### src/hdl/pkc_pkg.sv
// shared constants, types and status codes of the pointer-keyed hash cache
package pkc_pkg;

    // table geometry
    localparam int TABLE_DEPTH = 8192;
    localparam int ADDR_W      = (TABLE_DEPTH > 1) ? $clog2(TABLE_DEPTH) : 1;
    localparam int CNT_W       = ADDR_W + 1;
    localparam int WORD_W      = 64;
    localparam int HASH_W      = 32;

    typedef logic [ADDR_W-1:0] addr_t;
    typedef logic [CNT_W-1:0]  cnt_t;
    typedef logic [WORD_W-1:0] word_t;
    typedef logic [HASH_W-1:0] hash_t;
    typedef logic [1:0]        status_t;

    localparam addr_t SLOT_MASK = ADDR_W'(TABLE_DEPTH - 1);

    // murmur3 64-bit finalizer constants
    localparam word_t FMIX_C1    = 64'hff51afd7ed558ccd;
    localparam word_t FMIX_C2    = 64'hc4ceb9fe1a85ec53;
    localparam int    FMIX_SHIFT = 33;

    // result status codes
    localparam status_t ST_HIT      = 2'd0;
    localparam status_t ST_INSERTED = 2'd1;
    localparam status_t ST_REFUSED  = 2'd2;
    localparam status_t ST_FULL     = 2'd3;

endpackage

### src/hdl/pkc_fmix.sv
// iterative fmix64 hash built around one shared 32x32 multiplier
module pkc_fmix (
    input  logic          aclk,
    input  logic          aresetn,
    input  logic          start,
    input  pkc_pkg::word_t key,
    output logic          done,
    output pkc_pkg::hash_t hash
);
    import pkc_pkg::*;

    logic        busy_reg, busy_next;
    logic [2:0]  step_reg, step_next;
    logic        done_reg, done_next;
    word_t       x_reg, x_next;
    word_t       acc_reg, acc_next;
    word_t       prod_reg, prod_next;

    logic [1:0]  sub;
    word_t       coef;
    logic [31:0] mul_a, mul_b;
    logic [31:0] sum_hi;
    word_t       full;

    // operand selection for the shared multiplier
    assign sub   = step_reg[1:0];
    assign coef  = step_reg[2] ? FMIX_C2 : FMIX_C1;
    assign mul_a = (sub == 2'd1) ? x_reg[63:32] : x_reg[31:0];
    assign mul_b = (sub == 2'd2) ? coef[63:32] : coef[31:0];

    // low 64 bits of the product: lo*lo + ((hi*lo + lo*hi) << 32)
    assign prod_next = word_t'(mul_a) * word_t'(mul_b);
    assign sum_hi    = acc_reg[63:32] + prod_reg[31:0];
    assign full      = {sum_hi, acc_reg[31:0]};

    // step sequencer
    always_comb begin
        busy_next = busy_reg;
        step_next = step_reg;
        done_next = 1'b0;
        x_next    = x_reg;
        acc_next  = acc_reg;
        if (start) begin
            busy_next = 1'b1;
            step_next = 3'd0;
            x_next    = key ^ (key >> FMIX_SHIFT);
        end else if (busy_reg) begin
            step_next = step_reg + 3'd1;
            unique case (sub)
                2'd0: begin
                    acc_next = acc_reg;
                end
                2'd1: begin
                    acc_next = prod_reg;
                end
                2'd2: begin
                    acc_next = full;
                end
                2'd3: begin
                    x_next = full ^ (full >> FMIX_SHIFT);
                    if (step_reg == 3'd7) begin
                        busy_next = 1'b0;
                        done_next = 1'b1;
                    end
                end
                default: begin
                    acc_next = acc_reg;
                end
            endcase
        end
    end

    // control state
    always_ff @(posedge aclk) begin
        if (!aresetn) begin
            busy_reg <= 1'b0;
            step_reg <= 3'd0;
            done_reg <= 1'b0;
        end else begin
            busy_reg <= busy_next;
            step_reg <= step_next;
            done_reg <= done_next;
        end
    end

    // datapath
    always_ff @(posedge aclk) begin
        x_reg    <= x_next;
        acc_reg  <= acc_next;
        prod_reg <= prod_next;
    end

    assign done = done_reg;
    assign hash = x_reg[31:0];

endmodule

### config.mk
export PLATFORM = sky130hd
export DESIGN_NAME = pkc_fmix
export DESIGN_NICKNAME = d
export VERILOG_FILES = /design/src/hdl/pkc_pkg.sv /design/src/hdl/pkc_fmix.sv
export SDC_FILE = /design/constraint.sdc
export NUM_CORES = 2
export LEC_CHECK = 0
export BUFFER_PORTS_ARGS = -buffer_cell sky130_fd_sc_hd__buf_2
export CAP_MARGIN = 20
export CORE_ASPECT_RATIO = 0.7
export CORE_UTILIZATION = 30
export DETAILED_ROUTE_END_ITERATION = 6
export GPL_TIMING_DRIVEN = 1
export PLACE_DENSITY = 0.5
export SLEW_MARGIN = 20
export SYNTH_ARGS = -nofsm -noshare
export SYNTH_HDL_FRONTEND = slang
export SYNTH_SLANG_ARGS = --single-unit
### constraint.sdc
create_clock -name aclk -period 8.05 [get_ports aclk]
set_clock_uncertainty 0.1 [all_clocks]
set_input_delay 1.61 -clock aclk [delete_from_list [all_inputs] [get_ports aclk]]
set_output_delay 1.61 -clock aclk [all_outputs]
set_load 0.005 [all_outputs]
==> results.md <==
* Setup Slack @ Placement at -0.6100 ns
* Status: finished with violations
* Final ANT Viol Nets at 0
* Xor and xnor area share after synthesis at 5.107%
* Number of buffers added on ports at 99
* Number of buffers inserted during clock tree synthesis at 25
* Worst Path Arrival at 8.45 ns
* Clock insertion delay at the later pin of the skew report at 0.53 ns
* Dominant combinational cell family by area after synthesis: adder cells
* Total via count in the routed design at 30250
* EDFF count, synth at 128
* Cell variety after synth at 76
* Number of top-level pins at 100
* Yosys warning count at 0
* Area of the die at 132400 um2
* Area fraction in compound gates after synthesis at 6.932%
* Detailed-route wire length at 149600 um
* Kind of path behind the tightest hold check: flop to flop
* Layout net count at 5907
* Max-Slew Margin vs Limit at 38.52%
* Number of endpoints failing setup at the final stage at 4
* Maximum capacitance violations at 0
* # clock sinks at 197
* Predominant post-synthesis flop cell: sky130_fd_sc_hd__edfxtp_1
* Fraction of the cycle the final worst path needs at 100.8%
* Core box area at 129200 um2
* Synthesized-area fraction occupied by adder cells at 52.15%
* Highest achievable clock rate at 0.1232 GHz
* Antenna violations before repair at 7
* Gr usage total at 22.75%
* Violated checks: setup timing
* Startpoint of the most critical register-to-register path: step_reg[0]
* Count of hold buffers inserted by post-cts repair at 0
* Number of buffers on the longest clock path at 3
* Type of origin of the critical path: flop
* Worst setup margin at -0.06778 ns
* Final weighted congestion in routability-driven placement at 0.9715
* Proportion of synthesized chip area in sequential cells at 13.30%
* Slew of the pin with the lowest slew margin at 0.9222 ns
* Clock-pin slew reported for the worst setup and hold paths after clock tree synthesis at 0.08 ns
* Initial DRT Pass Iterations at 5
* Worst flop-to-flop path endpoint: prod_reg[50]
* Via count of the first global-routing pass at 31150
* Wire length of the first global-routing pass at 216900 um
* Min-Delay Path Depth at 1
* Starting density of the core at 30.39%
* Placement row count at 110
* Vias per cell at 4.716
* FFs w/ async S/R, synth at 0%
* Final hold viol count at 0
* Most used cell, CP: sky130_fd_sc_hd__fa_1
* DIE HEIGHT at 304.7 um
* Die width at 434.5 um
* Synthesized area per cell at 9.853 um2
* Start-to-end type of the worst setup path: flop to flop
* Time the worst path needs with I/O delays and setup at 8.118 ns
* Reg-to-reg slack, setup at -0.07 ns
* Final Slew Violations at 0
* Worst reg2reg path depth at 29
* Clock tree from TritonCTS: yes
* Gate count of the mapped netlist at 3986
* Detailed-placement wirelength estimate at 133300 um
* Level count of the clock H-tree at 4
* Worst-path cell with the longest stage delay: sky130_fd_sc_hd__fa_1
* Cell Count Post-Placement at 6336
* Delay of the slowest critical-path stage at 0.63 ns
* Data required time at the worst endpoint at 8.38 ns
* FF+latch count, synth at 197
* Worst Path Max Fanout at 13
* Element type at the critical path end: flop
* Simple-Gate Fraction of Synth Area at 8.911%
* Global-route congestion overflow total at 0
* Synthesis-to-finish area growth at 25.90%
* Total negative setup slack at -0.1003 ns
* Share of synthesized area spent on multiplexers at 2.724%
* Fin cells at 6414
* Pin count of the biggest net entering global routing at 65
* Setup repair after global routing missed its margin: yes
* Layout cell share with drive strength beyond 1 at 26.94%
* Final routed wire length divided by cell count at 23.33 um
* Synthesized net count at 5222
* DRC violation count after routing at 0
* Clock root cell: sky130_fd_sc_hd__clkbuf_16
* Netlist Area Pre-Place at 39270 um2
* Util after Layout at 38.26%
* DRT iter0 DRCs at 2727
* Worst min-delay path startpoint: prod_reg[52]
* Sink of the worst hold path: acc_reg[52]
[stage by stage]
stage | cell area (um2) | hold slack (ns)
2_1_floorplan | 39430 | 0.3913
6_report | 49440 | 0.4383
5_1_grt | 49440 | 0.4494
3_3_place_gp | 46640 | 0.4198
4_1_cts | 48250 | 0.4388
3_5_place_dp | 46640 | 0.4187
[cell usage after synthesis (3+ instances only)]
library cell / instances / area, um2
sky130_fd_sc_hd__a211oi_1: 7 / 52.55
sky130_fd_sc_hd__a21o_1: 84 / 630.6
sky130_fd_sc_hd__a21oi_1: 138 / 690.7
sky130_fd_sc_hd__a21oi_2: 3 / 26.28
sky130_fd_sc_hd__a31o_2: 6 / 52.55
sky130_fd_sc_hd__a31oi_1: 9 / 56.30
sky130_fd_sc_hd__and2_1: 45 / 281.5
sky130_fd_sc_hd__and3_1: 19 / 118.9
sky130_fd_sc_hd__buf_2: 3 / 15.01
sky130_fd_sc_hd__buf_4: 32 / 240.2
sky130_fd_sc_hd__clkbuf_1: 110 / 412.9
sky130_fd_sc_hd__clkinv_1: 7 / 26.28
sky130_fd_sc_hd__dfxtp_1: 69 / 1381
sky130_fd_sc_hd__edfxtp_1: 128 / 3844
sky130_fd_sc_hd__fa_1: 769 / 15390
sky130_fd_sc_hd__ha_1: 400 / 5005
sky130_fd_sc_hd__inv_1: 949 / 3562
sky130_fd_sc_hd__maj3_1: 8 / 80.08
sky130_fd_sc_hd__mux2_2: 70 / 788.3
sky130_fd_sc_hd__mux2i_1: 27 / 270.3
sky130_fd_sc_hd__nand2_1: 227 / 852.1
sky130_fd_sc_hd__nand2b_1: 50 / 312.8
sky130_fd_sc_hd__nand3_1: 21 / 105.1
sky130_fd_sc_hd__nand4_1: 26 / 162.7
sky130_fd_sc_hd__nor2_1: 236 / 885.9
sky130_fd_sc_hd__nor2b_1: 56 / 350.3
sky130_fd_sc_hd__nor3_1: 19 / 95.09
sky130_fd_sc_hd__nor3b_1: 4 / 30.03
sky130_fd_sc_hd__nor4_1: 6 / 37.54
sky130_fd_sc_hd__o211ai_1: 4 / 30.03
sky130_fd_sc_hd__o21a_1: 11 / 82.58
sky130_fd_sc_hd__o21ai_0: 89 / 445.4
sky130_fd_sc_hd__o21ai_1: 11 / 55.05
sky130_fd_sc_hd__o21ba_2: 3 / 30.03
sky130_fd_sc_hd__o21bai_1: 28 / 210.2
sky130_fd_sc_hd__o221ai_1: 3 / 26.28
sky130_fd_sc_hd__o22ai_1: 5 / 31.28
sky130_fd_sc_hd__or2_2: 29 / 181.4
sky130_fd_sc_hd__or3_1: 3 / 18.77
sky130_fd_sc_hd__xnor2_1: 134 / 1174
sky130_fd_sc_hd__xor2_1: 95 / 832.1
[per-layer routing]
metal	up-vias	wire length, um	global-route usage (%)
li1	13630	-	-
met1	15550	77110	37.84
met2	974	59040	30.40
met3	90	11320	4.050
met4	6	2045	2.637
met5	-	99	0.4007
[area by class of cell]
type / instances / area, um2
tap: 1736 / 2172
clock inverter: 6 / 83.83
multi-input combinational: 2686 / 31390
antenna: 1 / 2.502
timing repair buffer: 804 / 6277
clock buffer: 27 / 664.4
inverter: 957 / 3627
sequential: 197 / 5231
fill: 12890 / 79790
[kinds of logic after synthesis]
| logic type | after synthesis |
|---|---|
| AO/OA/AOI/OAI | 431 |
| XOR/XNOR | 229 |
| adder cells (fa/ha/maj) | 1177 |
| buffers and inverters | 1104 |
| flip-flops | 197 |
| multiplexers | 98 |
| other | 1 |
| AND/OR/NAND/NOR | 749 |
[repair_timing]
action	4_1_cts	5_1_grt
cloned	1	2
endpoints found under the setup margin	42	42
gates resized for setup	167	235
setup buffers	18	26
pin swaps	61	64
[critical path, delay by kind of cell (launching register included)]
| family | cells | cell delay (ns) |
|---|---|---|
| compound gates | 5 | 0.93 |
| xor+xnor | 1 | 0.14 |
| fa+ha+maj | 11 | 4.81 |
| buf+inv | 9 | 1.18 |
| flops | 1 | 0.35 |
| simple gates | 3 | 0.50 |
[how the worst max path moves through the flow]
stage | startpoint | endpoint | depth (start not counted)
after CTS | step_reg[0] | prod_reg[50] | 32
final | step_reg[0] | prod_reg[50] | 29
after global routing | step_reg[1] | prod_reg[50] | 30
after detailed placement | step_reg[1] | prod_reg[62] | 34
after floorplan | step_reg[0] | prod_reg[62] | 34
after global placement | step_reg[1] | prod_reg[62] | 34
[cells in the final DEF (no fill, tap or decap), types with 27 or more instances in the layout]
| cell type | n |
|---|---|
| sky130_fd_sc_hd__buf_2 | 98 |
| sky130_fd_sc_hd__nor2_1 | 194 |
| sky130_fd_sc_hd__buf_6 | 31 |
| sky130_fd_sc_hd__a21oi_1 | 105 |
| sky130_fd_sc_hd__edfxtp_1 | 128 |
| sky130_fd_sc_hd__nor2b_1 | 52 |
| sky130_fd_sc_hd__dfxtp_1 | 66 |
| sky130_fd_sc_hd__nor2_2 | 27 |
| sky130_fd_sc_hd__clkbuf_16 | 27 |
| sky130_fd_sc_hd__o21ai_0 | 66 |
| sky130_fd_sc_hd__buf_4 | 646 |
| sky130_fd_sc_hd__xor2_1 | 92 |
| sky130_fd_sc_hd__a21o_1 | 83 |
| sky130_fd_sc_hd__or2_2 | 28 |
| sky130_fd_sc_hd__fa_1 | 719 |
| sky130_fd_sc_hd__ha_1 | 373 |
| sky130_fd_sc_hd__nand2_1 | 213 |
| sky130_fd_sc_hd__xnor2_1 | 126 |
| sky130_fd_sc_hd__and2_1 | 43 |
| sky130_fd_sc_hd__mux2_2 | 60 |
| sky130_fd_sc_hd__fa_2 | 50 |
| sky130_fd_sc_hd__inv_1 | 915 |
| sky130_fd_sc_hd__nand2b_1 | 39 |
Power is not shown: default switching activity piles up to over one toggle a cycle in this logic, so the estimate is an artifact.
